### config.mk
export PLATFORM = sky130hd
export DESIGN_NAME = bfd_avg_flat
export DESIGN_NICKNAME = d
export VERILOG_FILES = /design/src/rtl/bfd_pkg.sv /design/src/rtl/bfd_if.sv /design/src/rtl/bfd_avg.sv /design/src/flat_wrapper.sv
export SDC_FILE = /design/constraint.sdc
export NUM_CORES = 2
export LEC_CHECK = 0
export BUFFER_PORTS_ARGS = -buffer_cell sky130_fd_sc_hd__buf_2
export CAP_MARGIN = 10
export CORE_MARGIN = 2
export CORE_UTILIZATION = 59
export DETAILED_ROUTE_END_ITERATION = 8
export PLACE_DENSITY = 0.87
export SYNTH_ARGS = -nofsm -noshare
export SYNTH_HDL_FRONTEND = slang
export SYNTH_SLANG_ARGS = --single-unit
### constraint.sdc
create_clock -name clk -period 7.8 [get_ports clk]
set_input_delay 0.78 -clock clk [delete_from_list [all_inputs] [get_ports clk]]
set_output_delay 0.78 -clock clk [all_outputs]
set_load 0.01 [all_outputs]
### src/rtl/bfd_pkg.sv
// Shared types, constants and the reciprocal table of the box filter downsampler.
// Depends on nothing; the other files but bfd_acc_mem use it, the testbench by import.
`default_nettype none

package bfd_pkg;

  localparam int MAX_WIDTH_DEF  = 4096;
  localparam int MAX_FACTOR_DEF = 16;
  localparam int MAX_HEIGHT     = 4096;

  localparam int COL_W  = 8;
  localparam int HITS_W = 32;
  localparam int SUM_W  = 16;
  localparam int POS_W  = 12;
  localparam int SUB_W  = 4;
  localparam int FAC_W  = 5;
  localparam int DIM_W  = 13;
  localparam int HGT_W  = 13;
  localparam int IDX_W  = 2;

  localparam int RECIP_W  = 25;
  localparam int RECIP_SH = 24;
  localparam int PROD_W   = SUM_W + RECIP_W;

  localparam logic [IDX_W-1:0] CFG_FACTOR = 2'd0;
  localparam logic [IDX_W-1:0] CFG_WIDTH  = 2'd1;
  localparam logic [IDX_W-1:0] CFG_HEIGHT = 2'd2;

  localparam logic [FAC_W-1:0] FACTOR_RST = 5'd1;
  localparam logic [DIM_W-1:0] WIDTH_RST  = 13'd1024;
  localparam logic [HGT_W-1:0] HEIGHT_RST = 13'd1024;

  typedef struct packed {
    logic [HITS_W-1:0] hits;
    logic [SUM_W-1:0]  blue;
    logic [SUM_W-1:0]  green;
    logic [SUM_W-1:0]  red;
  } acc_t;

  typedef struct packed {
    logic             acc;
    logic             first;
    logic             last;
    logic [POS_W-1:0] col;
    logic [POS_W-1:0] row;
  } item_ctl_t;

  typedef struct packed {
    acc_t             sums;
    logic [POS_W-1:0] x;
    logic [POS_W-1:0] y;
  } res_t;

  // Rounded-up 2^24 / (f*f); the product with any 16-bit sum, shifted by 24,
  // gives the exact truncated quotient.
  function automatic logic [RECIP_W-1:0] recip(input logic [FAC_W-1:0] f);
    logic [RECIP_W-1:0] r;
    case (f)
      5'd2:    r = 25'd4194304;
      5'd3:    r = 25'd1864136;
      5'd4:    r = 25'd1048576;
      5'd5:    r = 25'd671089;
      5'd6:    r = 25'd466034;
      5'd7:    r = 25'd342393;
      5'd8:    r = 25'd262144;
      5'd9:    r = 25'd207127;
      5'd10:   r = 25'd167773;
      5'd11:   r = 25'd138655;
      5'd12:   r = 25'd116509;
      5'd13:   r = 25'd99274;
      5'd14:   r = 25'd85599;
      5'd15:   r = 25'd74566;
      5'd16:   r = 25'd65536;
      default: r = 25'd16777216;
    endcase
    return r;
  endfunction

endpackage

`default_nettype wire

### src/rtl/bfd_if.sv
// Handshake interfaces of the box filter downsampler: pixel input, block result
// and configuration write. Depends on bfd_pkg for field widths.
`default_nettype none


interface bfd_res_if;
  logic                           valid;
  logic                           ready;
  logic [bfd_pkg::COL_W-1:0]      red_avg;
  logic [bfd_pkg::COL_W-1:0]      green_avg;
  logic [bfd_pkg::COL_W-1:0]      blue_avg;
  logic [bfd_pkg::HITS_W-1:0]     hits_sum;
  logic [bfd_pkg::POS_W-1:0]      out_x;
  logic [bfd_pkg::POS_W-1:0]      out_y;
  modport source (output valid, red_avg, green_avg, blue_avg, hits_sum, out_x, out_y,
                  input ready);
  modport sink (input valid, red_avg, green_avg, blue_avg, hits_sum, out_x, out_y,
                output ready);
endinterface


`default_nettype wire

### src/rtl/bfd_avg.sv
// Result holding register and averaging stage: reciprocal multiply of the block
// sums, output register. Depends on bfd_pkg and the bfd_res_if interface.
`default_nettype none

module bfd_avg (
  input  wire logic                 clk,
  input  wire logic                 rst_n,
  input  wire logic                 ld,
  input  wire bfd_pkg::res_t        res,
  input  wire logic [bfd_pkg::FAC_W-1:0] fac,
  output logic                      busy,
  bfd_res_if.source                 out_ch
);

  localparam int PW = bfd_pkg::PROD_W;
  localparam int SH = bfd_pkg::RECIP_SH;
  localparam int CW = bfd_pkg::COL_W;

  logic          hold_v_r, hold_v_nxt;
  bfd_pkg::res_t hold_r;
  logic          out_v_r, out_v_nxt;
  logic          moving;

  logic [bfd_pkg::RECIP_W-1:0] rcp;
  logic [PW-1:0]               prod_red, prod_green, prod_blue;

  logic [CW-1:0]                red_r, green_r, blue_r;
  logic [bfd_pkg::HITS_W-1:0]   hits_r;
  logic [bfd_pkg::POS_W-1:0]    x_r, y_r;

  assign moving = hold_v_r && (!out_v_r || out_ch.ready);
  assign busy   = hold_v_r;

  always_comb begin
    hold_v_nxt = hold_v_r;
    if (ld) begin
      hold_v_nxt = 1'b1;
    end else if (moving) begin
      hold_v_nxt = 1'b0;
    end
    out_v_nxt = out_v_r;
    if (moving) begin
      out_v_nxt = 1'b1;
    end else if (out_ch.ready) begin
      out_v_nxt = 1'b0;
    end
  end

  always_comb begin
    rcp        = bfd_pkg::recip(fac);
    prod_red   = PW'(hold_r.sums.red) * PW'(rcp);
    prod_green = PW'(hold_r.sums.green) * PW'(rcp);
    prod_blue  = PW'(hold_r.sums.blue) * PW'(rcp);
  end

  always_ff @(posedge clk) begin
    if (!rst_n) begin
      hold_v_r <= 1'b0;
      out_v_r  <= 1'b0;
    end else begin
      hold_v_r <= hold_v_nxt;
      out_v_r  <= out_v_nxt;
    end
  end

  always_ff @(posedge clk) begin
    if (ld) begin
      hold_r <= res;
    end
    if (moving) begin
      red_r   <= prod_red[SH +: CW];
      green_r <= prod_green[SH +: CW];
      blue_r  <= prod_blue[SH +: CW];
      hits_r  <= hold_r.sums.hits;
      x_r     <= hold_r.x;
      y_r     <= hold_r.y;
    end
  end

  assign out_ch.valid     = out_v_r;
  assign out_ch.red_avg   = red_r;
  assign out_ch.green_avg = green_r;
  assign out_ch.blue_avg  = blue_r;
  assign out_ch.hits_sum  = hits_r;
  assign out_ch.out_x     = x_r;
  assign out_ch.out_y     = y_r;

endmodule

`default_nettype wire

### src/flat_wrapper.sv
// flat-port wrapper written by rule: the top's interface ports become plain ports
module bfd_avg_flat 
  (clk, rst_n, ld, res, fac, busy, out_ch_valid, out_ch_red_avg, out_ch_green_avg, out_ch_blue_avg, out_ch_hits_sum, out_ch_out_x, out_ch_out_y, out_ch_ready);
  bfd_res_if out_ch_i ();
  input  wire logic clk;
  input  wire logic rst_n;
  input  wire logic ld;
  input  wire bfd_pkg::res_t res;
  input  wire logic [bfd_pkg::FAC_W-1:0] fac;
  output logic busy;
  output wire logic [$bits(out_ch_i.valid)-1:0] out_ch_valid;
  output wire logic [$bits(out_ch_i.red_avg)-1:0] out_ch_red_avg;
  output wire logic [$bits(out_ch_i.green_avg)-1:0] out_ch_green_avg;
  output wire logic [$bits(out_ch_i.blue_avg)-1:0] out_ch_blue_avg;
  output wire logic [$bits(out_ch_i.hits_sum)-1:0] out_ch_hits_sum;
  output wire logic [$bits(out_ch_i.out_x)-1:0] out_ch_out_x;
  output wire logic [$bits(out_ch_i.out_y)-1:0] out_ch_out_y;
  input wire logic [$bits(out_ch_i.ready)-1:0] out_ch_ready;
  assign out_ch_valid = out_ch_i.valid;
  assign out_ch_red_avg = out_ch_i.red_avg;
  assign out_ch_green_avg = out_ch_i.green_avg;
  assign out_ch_blue_avg = out_ch_i.blue_avg;
  assign out_ch_hits_sum = out_ch_i.hits_sum;
  assign out_ch_out_x = out_ch_i.out_x;
  assign out_ch_out_y = out_ch_i.out_y;
  assign out_ch_i.ready = out_ch_ready;
  bfd_avg u_core (.clk(clk), .rst_n(rst_n), .ld(ld), .res(res), .fac(fac), .busy(busy), .out_ch(out_ch_i));
endmodule
==> run_results.csv <==
group,metric,value,unit
sta,final.period_utilization,0.9503,
die,start_util,0.5993,
yosys,synth_ff_type,"edfxtp_1",
layout,final_common_cell,"inv_1",
flow_run,drv_cap,0,
global_route,grt_usage,0.3110,
power,peakVddDrop,327.8,uV
die,core-area,60580,um^2
layout,fin_cells,4696,
power,powerDensity,198.7,nW/um^2
global_route,grt_max_degree,60,
power,p_total,7.829,mW
layout,syn2layout_area_growth,8.536,%
sta,fin_skew,0.03487,ns
global_route,gr-total-overflow,0,
sta,slew_violations,0,
worst_setup_path,regToRegSetupSlack,1.01,ns
place,place_hpwl,71.32,mm
die,fp.dieH,252.1,um
sta,whs,0.4147,ns
yosys,synth.distinct_cells,59,
worst_setup_path,max_stage_delay,0.58,ns
route,vias_per_cell,5.702,
min_path,min_from,"u_core.hold_r[0]",
min_path,worstHoldPathType,"register to register",
global_route,grt_pass1_vias,29983,
route,antenna_left,0,
sta,final-hold-violation-count,0,
route,vias,26778,
route,drt_iter0_markers,2334,
min_path,min_to,"u_core.out_ch.out_y[0]",
worst_setup_path,r2r_end,"u_core.out_ch.blue_avg[4]",
sta,setup_viol,0,
run_status,outcome,"finished, final reports clean",
power,power_leakage,19.03,nW
layout,fin_util,0.6505,
sta,fin_crit,7.413,ns
cts,cts_made_buffers,17,
worst_setup_path,end_kind,"register",
die,die_width,252.1,um
yosys,synthesis.instances,3768,
route,routedWlPerCell,19.81,um
worst_setup_path,crit_path_start_kind,"input pin",
yosys,yosys.area_share.simple,0.1539,
yosys,syn_avg_cell_area,9.636,um^2
sta,relSlewSlack,0.2137,
global_route,grt_first_pass_wirelength,152.7,mm
worst_setup_path,crit_required,8.11,ns
worst_setup_path,crit_family,"adder cells",
die,rows,90,
yosys,synth_top_family_by_area,"adder cells",
worst_setup_path,rr_worst_depth,21,
cts,cts.sinks,186,
yosys,synth_edf_count,184,
route,dr.pass1.iters,6,
min_path,hold_depth,0,
yosys,synth.cell_area,36310,um^2
worst_setup_path,worstSetupPathType,"input pin to register",
yosys,async_flop_share,0,
cts,cts_tree,"built",
place,routabilityCongestion,0.9232,
route,drc,0,
yosys,syn_nets,4933,
cts,cts.clk_slew.worst_paths,0.10,ns
cts,clk_path_buf_depth,2,
yosys,ys_seq_area_frac,0.1533,
worst_setup_path,crit_path_top_delay_cell,"fa_1",
die,top_level_ports,195,
route,wirelength,93.05,mm
worst_setup_path,timing.rr.start,"u_core.hold_r[62]",
worst_setup_path,cpMostUsedCell,"fa_1",
sta,rsz0062_at_grt,"no",
worst_setup_path,cp_max_fo,18,
sta,tns,0,ns
layout,nNetsFinal,5064,
cts,htree_levels,4,
yosys,ys_ff_latch,186,
yosys,ys_warn_count,0,
place,port_buffers,194,
yosys,yosys.area_share.adder,0.5294,
yosys,synth_compound_area_frac,0.03260,
place,place_inst,4659,
layout,drive_gt1_frac,0.09458,
layout,mostFrequentLayoutCells,"920 x inv_1, 807 x fa_1, 643 x nand2_1, 403 x and2_1, 245 x ha_1",
sta,tightestPinTransition,1.179,ns
yosys,synth-xor-area-share,0.01465,
die,dieArea,63540,um^2
cts,clock_latency,0.50,ns
yosys,synth_mux_area_frac,0.0002757,
worst_setup_path,critPathBufInv,8,
sta,max_freq,0.1349,GHz
global_route,antenna_found_initial,3,
worst_setup_path,cp.arrival,7.72,ns
cts,root_buffer,"clkbuf_16",
[cell type report]
class	instances	area (um^2)
fill	4452	21180
sequential	186	5565
timing repair buffer	312	2059
clock inverter	15	172.7
inverter	920	3453
antenna	2	5.005
tap	782	978.4
clock buffer	17	425.4
multi-input combinational	2462	26750
[power breakdown]
part	internal [mW]	total [mW]	switching (mW)
sequential	1.30	1.49	0.184
clock	0.433	0.929	0.496
combinational	2.26	5.41	3.15
total	4.00	7.83	3.83
[through the flow]
step	setup WS, ns	area (um^2)
after floorplan	0.2239	36310
after global placement	0.07648	38780
after detailed placement	-0.09485	38780
after CTS	0.4349	39380
after global routing	0.003668	39400
final	0.3873	39410
[worst max-delay path by stage]
stage / startpoint / to / slack, ns / cells past startpoint
finish: fac[1] / u_core.out_ch.blue_avg[4] / 0.39 / 27
detailed placement: fac[0] / u_core.out_ch.blue_avg[7] / -0.09 / 28
floorplan: fac[2] / u_core.out_ch.green_avg[7] / 0.22 / 25
global route: fac[0] / u_core.out_ch.green_avg[7] / 0.004 / 29
CTS: fac[1] / u_core.out_ch.blue_avg[7] / 0.43 / 28
global placement: fac[0] / u_core.out_ch.blue_avg[7] / 0.08 / 28
[state kept, by name, summed over array words and instances, names as in the netlist]
| register | cells |
|---|---|
| u_core.out_ch.green_avg | 8 |
| u_core.out_ch.out_y | 12 |
| u_core.out_ch.red_avg | 8 |
| u_core.out_ch.valid | 1 |
| u_core.busy | 1 |
| u_core.out_ch.hits_sum | 32 |
| u_core.out_ch.out_x | 12 |
| u_core.out_ch.blue_avg | 8 |
| u_core.hold_r | 104 |
[kinds of logic (layout without fill, tap and decap cells)]
family / count (synthesis) / count (layout)
simple gates: 1169 / 1169
flops: 186 / 186
mux: 1 / 1
fa+ha+maj: 1052 / 1052
buf+inv: 1120 / 1264
xor+xnor: 56 / 56
other cells: 0 / 2
compound gates: 184 / 184
[repair_timing]
action,in CTS,in global routing
buffers inserted,0,3
gates resized for setup,0,1
endpoints found under the setup margin,0,5
hold buffers,0,0
[synth_stat cells, drive strengths merged, types with 5 or more instances]
master	instances	area share
a211oi	14	0.0032
nand4	11	0.0019
edfxtp	184	0.15
o211ai	10	0.0021
buf	8	0.00096
a21o	19	0.0039
clkbuf	192	0.020
nor2b	7	0.0012
ha	245	0.084
fa	807	0.44
nand2b	5	0.00086
nor2	38	0.0039
xnor2	37	0.0089
o21ai	33	0.0045
inv	920	0.095
nand2	643	0.066
nand3	23	0.0032
o21a	6	0.0012
a21oi	66	0.0094
xor2	16	0.0039
nor3	18	0.0025
and2	403	0.069
[layer usage]
| metal | global-route usage | share of wire |
|---|---|---|
| met2 | 0.5094 | 0.48 |
| met4 | 0.1547 | 0.056 |
| met3 | 0.09275 | 0.12 |
| met5 | 0 | 0.00028 |
| met1 | 0.3765 | 0.35 |
No activity file was read; power rests on OpenSTA's default activity.
