[src/rtl/bfd_pkg.sv]
// Shared types, constants and the reciprocal table of the box filter downsampler.
// Depends on nothing; the other files but bfd_acc_mem use it, the testbench by import.
`default_nettype none

package bfd_pkg;

  localparam int MAX_WIDTH_DEF  = 4096;
  localparam int MAX_FACTOR_DEF = 16;
  localparam int MAX_HEIGHT     = 4096;

  localparam int COL_W  = 8;
  localparam int HITS_W = 32;
  localparam int SUM_W  = 16;
  localparam int POS_W  = 12;
  localparam int SUB_W  = 4;
  localparam int FAC_W  = 5;
  localparam int DIM_W  = 13;
  localparam int HGT_W  = 13;
  localparam int IDX_W  = 2;

  localparam int RECIP_W  = 25;
  localparam int RECIP_SH = 24;
  localparam int PROD_W   = SUM_W + RECIP_W;

  localparam logic [IDX_W-1:0] CFG_FACTOR = 2'd0;
  localparam logic [IDX_W-1:0] CFG_WIDTH  = 2'd1;
  localparam logic [IDX_W-1:0] CFG_HEIGHT = 2'd2;

  localparam logic [FAC_W-1:0] FACTOR_RST = 5'd1;
  localparam logic [DIM_W-1:0] WIDTH_RST  = 13'd1024;
  localparam logic [HGT_W-1:0] HEIGHT_RST = 13'd1024;

  typedef struct packed {
    logic [HITS_W-1:0] hits;
    logic [SUM_W-1:0]  blue;
    logic [SUM_W-1:0]  green;
    logic [SUM_W-1:0]  red;
  } acc_t;

  typedef struct packed {
    logic             acc;
    logic             first;
    logic             last;
    logic [POS_W-1:0] col;
    logic [POS_W-1:0] row;
  } item_ctl_t;

  typedef struct packed {
    acc_t             sums;
    logic [POS_W-1:0] x;
    logic [POS_W-1:0] y;
  } res_t;

  // Rounded-up 2^24 / (f*f); the product with any 16-bit sum, shifted by 24,
  // gives the exact truncated quotient.
  function automatic logic [RECIP_W-1:0] recip(input logic [FAC_W-1:0] f);
    logic [RECIP_W-1:0] r;
    case (f)
      5'd2:    r = 25'd4194304;
      5'd3:    r = 25'd1864136;
      5'd4:    r = 25'd1048576;
      5'd5:    r = 25'd671089;
      5'd6:    r = 25'd466034;
      5'd7:    r = 25'd342393;
      5'd8:    r = 25'd262144;
      5'd9:    r = 25'd207127;
      5'd10:   r = 25'd167773;
      5'd11:   r = 25'd138655;
      5'd12:   r = 25'd116509;
      5'd13:   r = 25'd99274;
      5'd14:   r = 25'd85599;
      5'd15:   r = 25'd74566;
      5'd16:   r = 25'd65536;
      default: r = 25'd16777216;
    endcase
    return r;
  endfunction

endpackage

`default_nettype wire

[src/rtl/bfd_if.sv]
// Handshake interfaces of the box filter downsampler: pixel input, block result
// and configuration write. Depends on bfd_pkg for field widths.
`default_nettype none


interface bfd_cfg_if;
  logic                           valid;
  logic                           ready;
  logic [bfd_pkg::IDX_W-1:0]      index;
  logic [bfd_pkg::DIM_W-1:0]      data;
  modport source (output valid, index, data, input ready);
  modport sink (input valid, index, data, output ready);
endinterface

`default_nettype wire

[src/rtl/bfd_ctrl.sv]
// Configuration registers and raster position sequencer of the downsampler.
// Depends on bfd_pkg and the bfd_cfg_if interface.
`default_nettype none

module bfd_ctrl #(
  parameter int MAX_WIDTH  = bfd_pkg::MAX_WIDTH_DEF,
  parameter int MAX_FACTOR = bfd_pkg::MAX_FACTOR_DEF
) (
  input  wire logic                     clk,
  input  wire logic                     rst_n,
  bfd_cfg_if.sink                       cfg_ch,
  input  wire logic                     in_acc,
  output bfd_pkg::item_ctl_t            ctl,
  output logic [bfd_pkg::FAC_W-1:0]     fac
);

  localparam int XW = $clog2(MAX_WIDTH) + 1;
  localparam int FW = bfd_pkg::FAC_W;
  localparam int HW = bfd_pkg::HGT_W;
  localparam int PW = bfd_pkg::POS_W;
  localparam int SW = bfd_pkg::SUB_W;

  logic [FW-1:0]            factor_r;
  logic [bfd_pkg::DIM_W-1:0] width_r;
  logic [HW-1:0]            height_r;

  logic [XW-1:0] x_r, x_nxt, col_base_r, col_base_nxt;
  logic [HW-1:0] y_r, y_nxt, row_base_r, row_base_nxt;
  logic [PW-1:0] col_r, col_nxt, row_r, row_nxt;
  logic [SW-1:0] sub_col_r, sub_col_nxt, sub_row_r, sub_row_nxt;

  logic [XW-1:0] w_c;
  logic [HW-1:0] h_c;
  logic [FW-1:0] sc_inc, sr_inc;

  assign cfg_ch.ready = 1'b1;

  always_ff @(posedge clk) begin
    if (!rst_n) begin
      factor_r <= bfd_pkg::FACTOR_RST;
      width_r  <= bfd_pkg::WIDTH_RST;
      height_r <= bfd_pkg::HEIGHT_RST;
    end else if (cfg_ch.valid) begin
      case (cfg_ch.index)
        bfd_pkg::CFG_FACTOR: factor_r <= cfg_ch.data[FW-1:0];
        bfd_pkg::CFG_WIDTH:  width_r  <= cfg_ch.data;
        bfd_pkg::CFG_HEIGHT: height_r <= cfg_ch.data;
        default: ;
      endcase
    end
  end

  always_comb begin
    if (factor_r == '0) begin
      fac = FW'(1);
    end else if (32'(factor_r) > MAX_FACTOR) begin
      fac = FW'(MAX_FACTOR);
    end else begin
      fac = factor_r;
    end
    if (width_r == '0) begin
      w_c = XW'(1);
    end else if (32'(width_r) > MAX_WIDTH) begin
      w_c = XW'(MAX_WIDTH);
    end else begin
      w_c = XW'(width_r);
    end
    if (height_r == '0) begin
      h_c = HW'(1);
    end else if (32'(height_r) > bfd_pkg::MAX_HEIGHT) begin
      h_c = HW'(bfd_pkg::MAX_HEIGHT);
    end else begin
      h_c = height_r;
    end
  end

  always_comb begin
    ctl.acc   = (({1'b0, col_base_r} + (XW+1)'(fac)) <= {1'b0, w_c}) &&
                (({1'b0, row_base_r} + (HW+1)'(fac)) <= {1'b0, h_c});
    ctl.first = (sub_col_r == '0) && (sub_row_r == '0);
    ctl.last  = ({1'b0, sub_col_r} == fac - FW'(1)) && ({1'b0, sub_row_r} == fac - FW'(1));
    ctl.col   = col_r;
    ctl.row   = row_r;
  end

  always_comb begin
    sc_inc       = {1'b0, sub_col_r} + FW'(1);
    sr_inc       = {1'b0, sub_row_r} + FW'(1);
    x_nxt        = x_r;
    col_base_nxt = col_base_r;
    col_nxt      = col_r;
    sub_col_nxt  = sub_col_r;
    y_nxt        = y_r;
    row_base_nxt = row_base_r;
    row_nxt      = row_r;
    sub_row_nxt  = sub_row_r;
    if (x_r >= w_c - XW'(1)) begin
      x_nxt        = '0;
      col_base_nxt = '0;
      col_nxt      = '0;
      sub_col_nxt  = '0;
      if (y_r >= h_c - HW'(1)) begin
        y_nxt        = '0;
        row_base_nxt = '0;
        row_nxt      = '0;
        sub_row_nxt  = '0;
      end else begin
        y_nxt = y_r + HW'(1);
        if (sr_inc >= fac) begin
          sub_row_nxt  = '0;
          row_nxt      = row_r + PW'(1);
          row_base_nxt = row_base_r + HW'(fac);
        end else begin
          sub_row_nxt = SW'(sr_inc);
        end
      end
    end else begin
      x_nxt = x_r + XW'(1);
      if (sc_inc >= fac) begin
        sub_col_nxt  = '0;
        col_nxt      = col_r + PW'(1);
        col_base_nxt = col_base_r + XW'(fac);
      end else begin
        sub_col_nxt = SW'(sc_inc);
      end
    end
  end

  always_ff @(posedge clk) begin
    if (!rst_n || cfg_ch.valid) begin
      x_r        <= '0;
      col_base_r <= '0;
      col_r      <= '0;
      sub_col_r  <= '0;
      y_r        <= '0;
      row_base_r <= '0;
      row_r      <= '0;
      sub_row_r  <= '0;
    end else if (in_acc) begin
      x_r        <= x_nxt;
      col_base_r <= col_base_nxt;
      col_r      <= col_nxt;
      sub_col_r  <= sub_col_nxt;
      y_r        <= y_nxt;
      row_base_r <= row_base_nxt;
      row_r      <= row_nxt;
      sub_row_r  <= sub_row_nxt;
    end
  end

endmodule

`default_nettype wire

[src/flat_wrapper.sv]
// flat-port wrapper written by rule: the top's interface ports become plain ports
module bfd_ctrl_flat 
#(
  parameter int MAX_WIDTH  = bfd_pkg::MAX_WIDTH_DEF,
  parameter int MAX_FACTOR = bfd_pkg::MAX_FACTOR_DEF
)
  (clk, rst_n, in_acc, ctl, fac, cfg_ch_valid, cfg_ch_index, cfg_ch_data, cfg_ch_ready);
  bfd_cfg_if cfg_ch_i ();
  input  wire logic clk;
  input  wire logic rst_n;
  input  wire logic in_acc;
  output bfd_pkg::item_ctl_t ctl;
  output logic [bfd_pkg::FAC_W-1:0] fac;
  input wire logic [$bits(cfg_ch_i.valid)-1:0] cfg_ch_valid;
  input wire logic [$bits(cfg_ch_i.index)-1:0] cfg_ch_index;
  input wire logic [$bits(cfg_ch_i.data)-1:0] cfg_ch_data;
  output wire logic [$bits(cfg_ch_i.ready)-1:0] cfg_ch_ready;
  assign cfg_ch_i.valid = cfg_ch_valid;
  assign cfg_ch_i.index = cfg_ch_index;
  assign cfg_ch_i.data = cfg_ch_data;
  assign cfg_ch_ready = cfg_ch_i.ready;
  bfd_ctrl #(.MAX_WIDTH(MAX_WIDTH), .MAX_FACTOR(MAX_FACTOR)) u_core (.clk(clk), .rst_n(rst_n), .cfg_ch(cfg_ch_i), .in_acc(in_acc), .ctl(ctl), .fac(fac));
endmodule
[config.mk]
export PLATFORM = sky130hd
export DESIGN_NAME = bfd_ctrl_flat
export DESIGN_NICKNAME = d
export VERILOG_FILES = /design/src/rtl/bfd_pkg.sv /design/src/rtl/bfd_if.sv /design/src/rtl/bfd_ctrl.sv /design/src/flat_wrapper.sv
export SDC_FILE = /design/constraint.sdc
export NUM_CORES = 1
export LEC_CHECK = 0
export ABC_AREA = 1
export BUFFER_PORTS_ARGS = -buffer_cell sky130_fd_sc_hd__buf_2
export CAP_MARGIN = 20
export CORE_MARGIN = 3
export CORE_UTILIZATION = 50
export CTS_CLUSTER_SIZE = 10
export DETAILED_ROUTE_END_ITERATION = 16
export PLACE_DENSITY = 0.79
export SYNTH_ARGS = -nofsm -noshare
export SYNTH_HDL_FRONTEND = slang
export SYNTH_SLANG_ARGS = --single-unit
[constraint.sdc]
create_clock -name clk -period 9.2 [get_ports clk]
set_input_delay 0.92 -clock clk [delete_from_list [all_inputs] [get_ports clk]]
set_output_delay 0.92 -clock clk [all_outputs]
set_load 0.01 [all_outputs]
==> qor.yml, run 1 <==
floorplanning:
  start_util_pct: 51.55
  die_h_um: 137.2
  ios: 52
  design.die.area_um2: 18830
  rows: 47
  die_w_um: 137.2
  coreArea_um2: 16700
critical_path:
  rrSetupSlack_ns: 4.93
  reg2reg_depth: 22
  worst-path-max-fanout: 7
  critPathLaunchType: "flop"
  rr_endpoint: "u_core.row_base_r[11]$_SDFFE_PP0P_"
  worst-endpoint-required_ns: 8.28
  timing.rr.start: "u_core.width_r[8]$_SDFFE_PN0P_"
  cp_slowest_stage_delay_ns: 0.46
  slowest_stage: "a21oi_1"
  worstPathCellList: "nor2_1 -> nand2_1 -> a21oi_1 -> ha_1 -> inv_1 -> fa_1 -> inv_1 -> nand3_1 -> nand2_1 -> nand2_1 -> nand2_1 -> nand2_1 -> o21ai_0 -> inv_1 -> ha_1 -> nand3_1 -> nor3_1 -> nand4_1 -> nand2_1 -> nand2_1 -> a21oi_1 -> buf_2"
  cp_common_cell: "nand2_1"
  end_kind: "output port"
  startpoint: "u_core.factor_r[2]$_SDFFE_PN0P_"
  crit_type: "reg -> out"
  arrival_ns: 4.12
timing:
  clock_skew_ns: 0.008084
  fin_crit_ns: 5.041
  worst_pin_slew_ns: 0.9068
  finalHoldViolations: 0
  rsz0062_at_grt: "false"
  finalSetupViolations: 0
  fin_ws_ns: 4.159
  finalMaxSlewViolations: 0
  fmax_mhz: 198.4
  fin_setup_tns_ns: 0
  slew_headroom_pct: 39.08
  finalCritPeriodShare_pct: 54.79
cts:
  cts_hold_buffers: 0
  htree_levels: 4
  cts_setup_buffers: 0
  cts_tree: "built"
  cts_buffer_depth: 2
  cts_resized: 0
  cts.sinks: 115
  clkLatencyLatePin_ns: 0.42
  numCtsBuffers: 17
  clk_pin_slew_ns: 0.05
  cts_root_buf: "clkbuf_16"
min_path:
  min_from: "u_core.col_base_r[0]$_SDFFE_PP0P_"
  hold_depth: 2
  hold_path.class: "reg -> reg"
  min_to: "u_core.col_base_r[0]$_SDFFE_PP0P_"
grt:
  overflow: 0
  grt_max_degree: 37
  grt_pass1_vias: 7762
  track_usage_pct: 23.85
  antenna_found_initial: 0
  grt_pass1_wl_um: 36640
synth:
  yosys.area.top_type: "dfxtp_1"
  synth.most_common_cell: "nand2_1"
  synth_seq_cells: 115
  yosysWarnings: 0
  synth_cell_types: 46
  synthCells: 1329
  synth.cell_area_um2: 8610
  synth_edf_count: 0
  synth_ff_type: "dfxtp_1"
  yosysSeqAreaShare_pct: 26.74
  async_flop_share_pct: 0
  synthTopCellsByArea: "dfxtp_1 (27%), nand2_1 (16%), ha_1 (12%)"
  synth_top_area_share_pct: 26.74
  synth_common_cells: "nand2_1 (360), inv_1 (157), nor2_1 (153)"
  synth_nets: 1433
  syn_area_per_cell_um2: 6.478
routing:
  wl_met2_um: 10340
  antenna_left: 0
  firstDrtPassIters: 6
  m1WireLength_um: 10120
  num_vias: 8663
  drtIter0Drc: 702
  wl_met3_um: 1377
  wl_per_cell_um: 13.96
  highest_layer: "met4"
  drcViolationCount: 0
  wl_um: 22300
  viasPerCell: 5.425
power:
  finalPower_uw: 1461
  power_leakage_uw: 0.004702
  vdd_drop_max_v: 0.0001426
  p_per_area_nw_per_um2: 151.8
layout:
  antenna-diode-count: 0
  syn_to_final_growth_pct: 11.74
  n_fill_cell: 1593
  num-nets-final: 1469
  drive_above_1_share_pct: 7.698
placement:
  dp_hpwl_um: 16130
  portBuffers: 50
  place_congestion: 0.9094
  place_ws_ns: 4.621
outcome:
  status: "complete, no violations"
job:
  drv_cap: 0
## logic make-up after synthesis
group | synth area share, %
AND/OR/NAND/NOR | 34.75
buffers and inverters | 9.185
AO/OA/AOI/OAI | 10.65
flip-flops | 26.74
adder cells (fa/ha/maj) | 12.53
XOR/XNOR | 6.104
other | 0.04356
## worst max path at each step
stage          endpoint  slack (ns)  depth (start not counted)
2_1_floorplan   ctl[26]        5.11                         21
3_3_place_gp    ctl[26]        4.78                         22
3_5_place_dp    ctl[26]        4.62                         22
4_1_cts         ctl[26]        4.18                         22
5_1_grt         ctl[26]        3.76                         22
6_report        ctl[26]        4.16                         22
## worst max-delay path, delay by kind of cell, from the launching register on
| family | cells | cell delay (ns) |
|---|---|---|
| adders and majority gates | 3 | 0.94 |
| buffers and inverters | 4 | 0.39 |
| DFF | 1 | 0.33 |
| and+or+nand+nor | 12 | 1.26 |
| AOI/OAI and AO/OA | 3 | 0.79 |
## stage by stage
step	instances	utilization [%]	area (um^2)	hold slack, ns
finish	1597	57.60	9620	0.4785
floorplan	1329	-	8610	0.4473
global route	1597	57.60	9620	0.4935
CTS	1597	57.60	9620	0.4748
global placement	1566	53.74	8975	0.4611
detailed placement	1566	53.74	8975	0.4664
## routing by layer
metal,vias up,GRT usage (%)
li1,4391,-
met2,291,38.88
met3,35,3.579
met4,0,7.206
met1,3946,32.65
met5,-,0
## cell usage in the layout, fill, tap and decap left out, drive strengths merged, types with 35 or more instances in the layout
| master | count |
|---|---|
| nand4 | 35 |
| ha | 83 |
| dfxtp | 115 |
| nand2 | 364 |
| xor2 | 38 |
| nor2 | 160 |
| buf | 53 |
| o21ai | 64 |
| nand3 | 105 |
| inv | 161 |
| a21oi | 94 |
## report_power, final
group | switching, uW | internal (uW) | total (uW)
registers | 9.01 | 507 | 516
clock network | 242 | 488 | 729
logic | 144 | 71.3 | 216
total | 395 | 1070 | 1460
## final cells by class
type,instances,area (um^2),share of cell area [%]
multi-input cells,1016,5517,57.34
clock buffers,23,498.0,5.176
repair buffers,53,272.8,2.835
well taps,220,275.3,2.861
flip-flops and latches,115,2302,23.93
clock inverters,8,147.6,1.535
inverters,162,608.1,6.321
## registers in the layout (all words and copies together) (netlist names)
signal and count:
u_core.col_base_r 13, u_core.height_r 13, u_core.row_base_r 13, u_core.width_r 13, u_core.x_r 13, u_core.y_r 13, u_core.col_r 12, u_core.row_r 12
u_core.factor_r 5, u_core.sub_col_r 4, u_core.sub_row_r 4
Power figures use the tool's default switching activity.
==> run 2, diff against run 1 <==
--- a/config.mk
+++ b/config.mk
@@ -5,7 +5,7 @@
 export SDC_FILE = /design/constraint.sdc
 export NUM_CORES = 1
 export LEC_CHECK = 0
-export ABC_AREA = 1
+export ABC_AREA = 0
 export BUFFER_PORTS_ARGS = -buffer_cell sky130_fd_sc_hd__buf_2
 export CAP_MARGIN = 20
 export CORE_MARGIN = 3
==> constraint.sdc (replaced) <==
create_clock -name clk -period 4.9 [get_ports clk]
set_input_delay 0.49 -clock clk [delete_from_list [all_inputs] [get_ports clk]]
set_output_delay 0.49 -clock clk [all_outputs]
set_load 0.01 [all_outputs]
==> run 2 against run 1 <==
Net effect:
- core utilization rose by 1.8 points
- wire length fell by 16%
- non-clock buffer count rose by 19
- largest power group unchanged
==> qor.yml, run 2 <==
outcome:
  status: "complete, no violations"
floorplanning:
  start_util_pct: 51.64  # +0.090 points
  design.die.area_um2: 16640  # -12%
  die_h_um: 129.0  # -6.0%
  ios: 52  # unchanged
  rows: 44  # -6.4%
  die_w_um: 129.0  # -6.0%
  coreArea_um2: 14640  # -12%
synth:
  yosysWarnings: 0  # unchanged
  synth_top_family_by_area: "simple AND/OR/NAND/NOR gates"
  synth_cell_types: 71  # +54%
  syn_area_per_cell_um2: 8.019  # +24%
  synth_ff_type: "dfxtp_1"
  synth_edf_count: 0  # unchanged
  synth.most_common_cell: "nand2_1"
  synth-simple-area-share_pct: 24.74  # -10 points
  yosysSeqAreaShare_pct: 30.44  # +3.7 points
  synth_top_area_share_pct: 30.44  # +3.7 points
  synth.cell_area_um2: 7562  # -12%
  yosys.area.top_type: "dfxtp_1"
  synth_seq_cells: 115  # unchanged
  synth-compound-area-share_pct: 18.96  # +8.3 points
  synth_common_cells: "nand2_1 (134), dfxtp_1 (115), nor2_1 (85)"
  async_flop_share_pct: 0  # unchanged
  synth_mux_area_share_pct: 0.6618  # +0.66 points
  synthTopCellsByArea: "dfxtp_1 (30%), ha_1 (14%), nand2_1 (6.7%)"
  synthAdderAreaFrac_pct: 14.26  # +1.7 points
  synth_nets: 1047  # -27%
  synthXorXnorAreaFrac_pct: 7.181  # +1.1 points
  synthCells: 943  # -29%
power:
  pwr-share-comb_pct: 11.8  # -3.0 points
  p_sw_share_pct: 26.13  # -0.91 points
  power_leakage_uw: 0.003595  # -24%
  power_switching_uw: 633.0  # +60%
  vdd_drop_max_v: 0.0002487  # +74%
  p_seq_share_pct: 39.8  # +4.5 points
  finalPower_uw: 2422  # +66%
  p_clk_share_pct: 48.4  # -1.5 points
  p_int_uw: 1789  # +68%
  p_per_area_nw_per_um2: 278.5  # +83%
grt:
  grt_max_degree: 34  # -8.1%
  grt_pass1_wl_um: 30480  # -17%
  antenna_found_initial: 0  # unchanged
  grt_pass1_vias: 6367  # -18%
  overflow: 0  # unchanged
  track_usage_pct: 22.60  # -1.3 points
placement:
  place_area_um2: 8030  # -11%
  dp_hpwl_um: 13500  # -16%
  portBuffers: 50  # unchanged
  place_congestion: 0.8748  # -3.8%
layout:
  drive_above_1_share_pct: 12.77  # +5.1 points
  n_fill_cell: 1301  # -18%
  stdcell_area_um2: 8698  # -9.6%
  antenna-diode-count: 0  # unchanged
  area.sequential_um2: 2303  # about the same
  layout_common_cells: "nand2_1 (134), dfxtp_1 (114), nor2_1 (84)"
  num-nets-final: 1102  # -25%
  syn_to_final_growth_pct: 15.02
  layout_commonest_cell: "nand2_1"
  multi_input_area_um2: 5064  # -8.2%
routing:
  drtIter0Drc: 533  # -24%
  m1WireLength_um: 8955  # -12%
  highest_layer: "met4"
  wl_per_cell_um: 15.66  # +12%
  wl_met2_um: 8397  # -19%
  drcViolationCount: 0  # unchanged
  wl_um: 18690  # -16%
  antenna_left: 0  # unchanged
  num_vias: 7018  # -19%
  viasPerCell: 5.878  # +8.4%
  wl_met3_um: 941  # -32%
  firstDrtPassIters: 7  # +1
min_path:
  hold_path.class: "in -> reg"
  min_from: "cfg_ch_data[10]"
  min_to: "u_core.width_r[10]$_SDFFE_PN1P_"
  hold_depth: 3  # +1
cts:
  clk_pin_slew_ns: 0.05  # about the same
  htree_levels: 4  # unchanged
  clkLatencyLatePin_ns: 0.43  # about the same
  cts_tree: "built"
  cts_buffer_depth: 2  # unchanged
  cts.sinks: 115  # unchanged
  cts_hold_buffers: 0  # unchanged
  numCtsBuffers: 17  # unchanged
  cts_root_buf: "clkbuf_16"
critical_path:
  rr_endpoint: "u_core.y_r[12]$_SDFFE_PP0P_"
  critPathLaunchType: "flop"
  rrSetupSlack_ns: 0.24  # -4.69 ns
  arrival_ns: 4.28  # +0.16 ns
  timing.rr.start: "u_core.width_r[4]$_SDFFE_PN0P_"
  reg2reg_depth: 17  # -23%
  worst-path-max-fanout: 4  # -3
  end_kind: "output port"
  crit_type: "reg -> out"
  worst-endpoint-required_ns: 4.41  # -3.87 ns
timing:
  finalHoldViolations: 0  # unchanged
  rsz0062_at_grt: "true"
  finalCritPeriodShare_pct: 97.26
  fin_crit_ns: 4.766
  fmax_mhz: 209.8
  slew_headroom_pct: 48.15  # +9.1 points
  finalMaxSlewViolations: 0  # unchanged
  finalSetupViolations: 0  # unchanged
  worst_pin_slew_ns: 0.7749  # -0.1319 ns
  clock_skew_ns: 0.007815  # -0.0002689 ns
job:
  drv_cap: 0  # unchanged
[run 2: changes by cell type in the layout (fill, tap and decap cells not counted), moves of 16 or more]
cell	change
nand2_1	-226
inv_1	-127
nor2_1	-69
nand3_1	-60
a21oi_1	-28
o21ai_0	-27
a21boi_0	+23
and3_1	+22
buf_4	+17
nand4_1	-16
[run 2: per-layer routing]
layer | global-route usage, % | up-vias
met2 | 34.12 | 207
li1 | - | 3484
met4 | 8.586 | 0
met5 | 0 | -
met3 | 5.189 | 35
met1 | 31.42 | 3292
[run 2: power by group through the flow]
stage,Sequential [uW],Clock (uW),Combinational (uW)
after floorplan,977,0,204
after global placement,981,0,266
after detailed placement,982,0,272
after CTS,962,1180,276
after global routing,965,1230,320
final,964,1170,287
[run 2: critical path: stages, from the launching register on]
cell and delay (ns):
dfxtp_1 0.36, nor3_2 0.19, nor2_1 0.08, nor2_1 0.17, ha_2 0.22, inv_1 0.06
fa_2 0.39, nor2b_2 0.14, o31a_1 0.17, nor2_1 0.06, nor2_2 0.21, nand3_1 0.13
xnor2_1 0.17, ha_1 0.32, nand3_1 0.12, nor4_4 0.25, nor3_1 0.08, o21ai_0 0.09
o21ai_1 0.13, a311oi_2 0.34, buf_2 0.19
[run 2: cell families after synthesis]
logic type / Yosys count
flops: 115
mux: 5
compound gates: 216
fa+ha+maj: 85
simple gates: 391
buf+inv: 68
xor+xnor: 62
other cells: 1
[run 2: worst max path at each step]
stage	from	end	slack, ns	depth (start not counted)
2_1_floorplan	u_core.width_r[4]$_SDFFE_PN0P_	u_core.col_r[1]$_SDFFE_PP0P_	0.68	18
3_3_place_gp	u_core.width_r[4]$_SDFFE_PN0P_	u_core.row_r[11]$_SDFFE_PP0P_	0.28	17
3_5_place_dp	u_core.width_r[4]$_SDFFE_PN0P_	u_core.row_r[8]$_SDFFE_PP0P_	0.13	18
4_1_cts	u_core.factor_r[1]$_SDFFE_PN0P_	ctl[26]	0.01	20
5_1_grt	u_core.factor_r[1]$_SDFFE_PN0P_	ctl[26]	-0.09	20
6_report	u_core.factor_r[1]$_SDFFE_PN0P_	ctl[26]	0.13	20
[run 2: through the flow]
step	utilization (%)	TNS, ns	worst slack, ns	hold WS [ns]	instances
6_report	59.40	0	0.1340	0.2977	1194
3_3_place_gp	54.84	0	0.2758	0.4423	1159
3_5_place_dp	54.84	0	0.1268	0.4491	1159
5_1_grt	59.40	-0.3076	-0.08810	0.3040	1194
2_1_floorplan	-	0	0.6849	0.4314	943
4_1_cts	58.69	0	0.01067	0.2948	1190
[run 2: what timing repair did]
item / in CTS / in global routing
gates cloned: 0 / 0
endpoints found under the setup margin: 1 / 48
pin swaps: 0 / 6
resized for setup: 2 / 18
setup buffers: 0 / 3
[run 2: area by class of cell]
type | count | area share, %
clock buffers | 22 | 5.452
clock inverters | 9 | 0.9350
inverters | 32 | 1.381
multi-input cells | 760 | 58.21
flip-flops and latches | 115 | 26.48
well taps | 184 | 2.647
repair buffers | 72 | 4.891
==> run 3, diff against run 2 <==
==> constraint.sdc (replaced) <==
create_clock -name clk -period 6.15 [get_ports clk]
set_input_delay 0.615 -clock clk [delete_from_list [all_inputs] [get_ports clk]]
set_output_delay 0.615 -clock clk [all_outputs]
set_load 0.01 [all_outputs]
==> run 3 against run 2 <==
Net effect:
- cell area is 1.4% lower
- worst setup slack better by 0.67 ns
- cell count is 1.2% lower
- via count is 0.48% lower
- clock power is 8% lower
- global-route usage is 0.65 points higher
- worst hold slack better by 0.13 ns
- sequential power is 20% lower
- largest power group unchanged
- highest routed layer unchanged
==> qor.yml, run 3 (synthesized netlist as in run 2, its figures left out) <==
outcome:
  status: "complete, no violations"
critical_path:
  critPathLaunchType: "flop"
  worst-endpoint-required_ns: 5.53  # +1.12 ns
  rrSetupSlack_ns: 1.14  # +0.90 ns
  end_kind: "output port"
  worst-path-max-fanout: 6  # +2
  arrival_ns: 4.73  # +0.45 ns
  crit_type: "reg -> out"
timing:
  fin_hold_ws_ns: 0.4285  # +0.1308 ns
  slew_headroom_pct: 36.28  # -12 points
  finalSetupViolations: 0  # unchanged
  fin_setup_tns_ns: 0  # unchanged
  rsz0062_at_grt: "false"
  fmax_mhz: 187.0
  worst_pin_slew_ns: 0.9557  # +0.1808 ns
  finalCritPeriodShare_pct: 86.95
  fin_crit_ns: 5.347
  clock_skew_ns: 0.01097  # +0.003160 ns
  finalHoldViolations: 0  # unchanged
  finalMaxSlewViolations: 0  # unchanged
grt:
  grt_max_degree: 34  # unchanged
  grt_pass1_wl_um: 31480  # +3.3%
  overflow: 0  # unchanged
  track_usage_pct: 23.25  # +0.65 points
  antenna_found_initial: 0  # unchanged
  grt_pass1_vias: 6528  # +2.5%
cts:
  cts_root_buf: "clkbuf_16"
  cts_resized: 0  # -2
  clk_pin_slew_ns: 0.06  # about the same
  cts_buffer_depth: 2  # unchanged
  clkLatencyLatePin_ns: 0.43  # about the same
  numCtsBuffers: 17  # unchanged
  htree_levels: 4  # unchanged
  cts_hold_buffers: 0  # unchanged
  cts_setup_buffers: 0  # unchanged
  cts.sinks: 115  # unchanged
  cts_tree: "built"
floorplanning:
  coreArea_um2: 14640  # unchanged
  start_util_pct: 51.64  # unchanged
  ios: 52  # unchanged
  design.die.area_um2: 16640  # unchanged
  die_h_um: 129.0  # unchanged
  rows: 44  # unchanged
  die_w_um: 129.0  # unchanged
layout:
  n_fill_cell: 1325  # +1.8%
  antenna-diode-count: 0  # unchanged
  multi_input_area_um2: 4980  # -1.7%
  stdcell_area_um2: 8581  # -1.4%
  layout_commonest_cell: "nand2_1"
  final_cells: 1180  # -1.2%
  syn_to_final_growth_pct: 13.47
  layout_common_cells: "nand2_1 (134), dfxtp_1 (115), nor2_1 (85)"
  area.sequential_um2: 2302  # about the same
  num-nets-final: 1087  # -1.4%
  drive_above_1_share_pct: 9.940  # -2.8 points
routing:
  firstDrtPassIters: 5  # -2
  num_vias: 6984  # -0.48%
  drtIter0Drc: 559  # +4.9%
  drcViolationCount: 0  # unchanged
  wl_um: 18550  # -0.79%
  wl_per_cell_um: 15.72  # +0.39%
  antenna_left: 0  # unchanged
  viasPerCell: 5.919  # +0.70%
job:
  drv_cap: 0  # unchanged
min_path:
  hold_path.class: "in -> reg"
placement:
  dp_hpwl_um: 13580  # +0.63%
  portBuffers: 50  # unchanged
  place_area_um2: 7933  # -1.2%
  place_congestion: 0.8642  # -1.2%
  place_inst: 1148  # -0.95%
power:
  p_per_area_nw_per_um2: 240.8  # -14%
  vdd_drop_max_v: 0.0002060  # -17%
  finalPower_uw: 2067  # -15%
  power_leakage_uw: 0.003552  # -1.2%
==> run 3: cell types whose count changed in the layout (fill, tap and decap cells not counted), sizes merged <==
cell      before  now
buf           72   57
bufinv         1    4
clkbuf        22   24
clkinv         6    4
clkinvlp       3    1
==> run 3: critical path: stages (launching register included) <==
cell	delay (ns)
dfxtp_1	0.34
nor3_1	0.19
nor2_1	0.06
nor2_1	0.43
ha_1	0.30
inv_1	0.07
fa_1	0.42
nor2b_1	0.16
o31a_1	0.18
nor2_1	0.06
nor2_1	0.29
nand3_1	0.15
xnor2_1	0.17
ha_1	0.30
nand2_1	0.07
nor4_1	0.32
nor3_1	0.10
o21ai_0	0.08
o21ai_0	0.12
a311oi_1	0.31
buf_2	0.20
==> run 3: path summary, 6_finish.rpt <==
path | from | end | depth (start not counted)
hold / removal | cfg_ch_data[10] | u_core.width_r[10]$_SDFFE_PN1P_ | 3
hold reg to reg | u_core.row_base_r[2]$_SDFFE_PP0P_ | u_core.row_base_r[2]$_SDFFE_PP0P_ | 2
setup / recovery | u_core.factor_r[1]$_SDFFE_PN0P_ | ctl[26] | 20
setup reg to reg | u_core.width_r[4]$_SDFFE_PN0P_ | u_core.row_r[11]$_SDFFE_PP0P_ | 18
==> run 3: per-layer routing <==
layer  vias up  wire length (um)  global-route usage [%]
li1       3457                 -                       -
met1      3293              8676                   32.53
met2       212              8542                   36.49
met3        22              1092                   4.815
met4         0               235                   6.300
met5         -                 0                       0
==> run 3: final cells by class <==
class                      instances  area share, %
clock buffer                      24          5.847
clock inverter                     8          1.706
inverter                          32          1.400
multi-input combinational        760          58.03
sequential                       115          26.83
tap                              184          2.683
timing repair buffer              57          3.500
==> run 3: per-stage QoR <==
step	utilization [%]	setup slack (ns)
floorplan	-	1.881
global placement	54.14	1.388
detailed placement	54.17	1.228
CTS	58.60	0.8022
global route	58.60	0.3884
finish	58.60	0.8028
==> run 3: where the power goes <==
part	leakage, uW	switching (uW)	internal [uW]	total [uW]
combinational	0.00231	134	85.8	220
sequential	0.000929	12.4	755	767
clock	0.000316	349	730	1080
total	0.00355	495	1570	2070
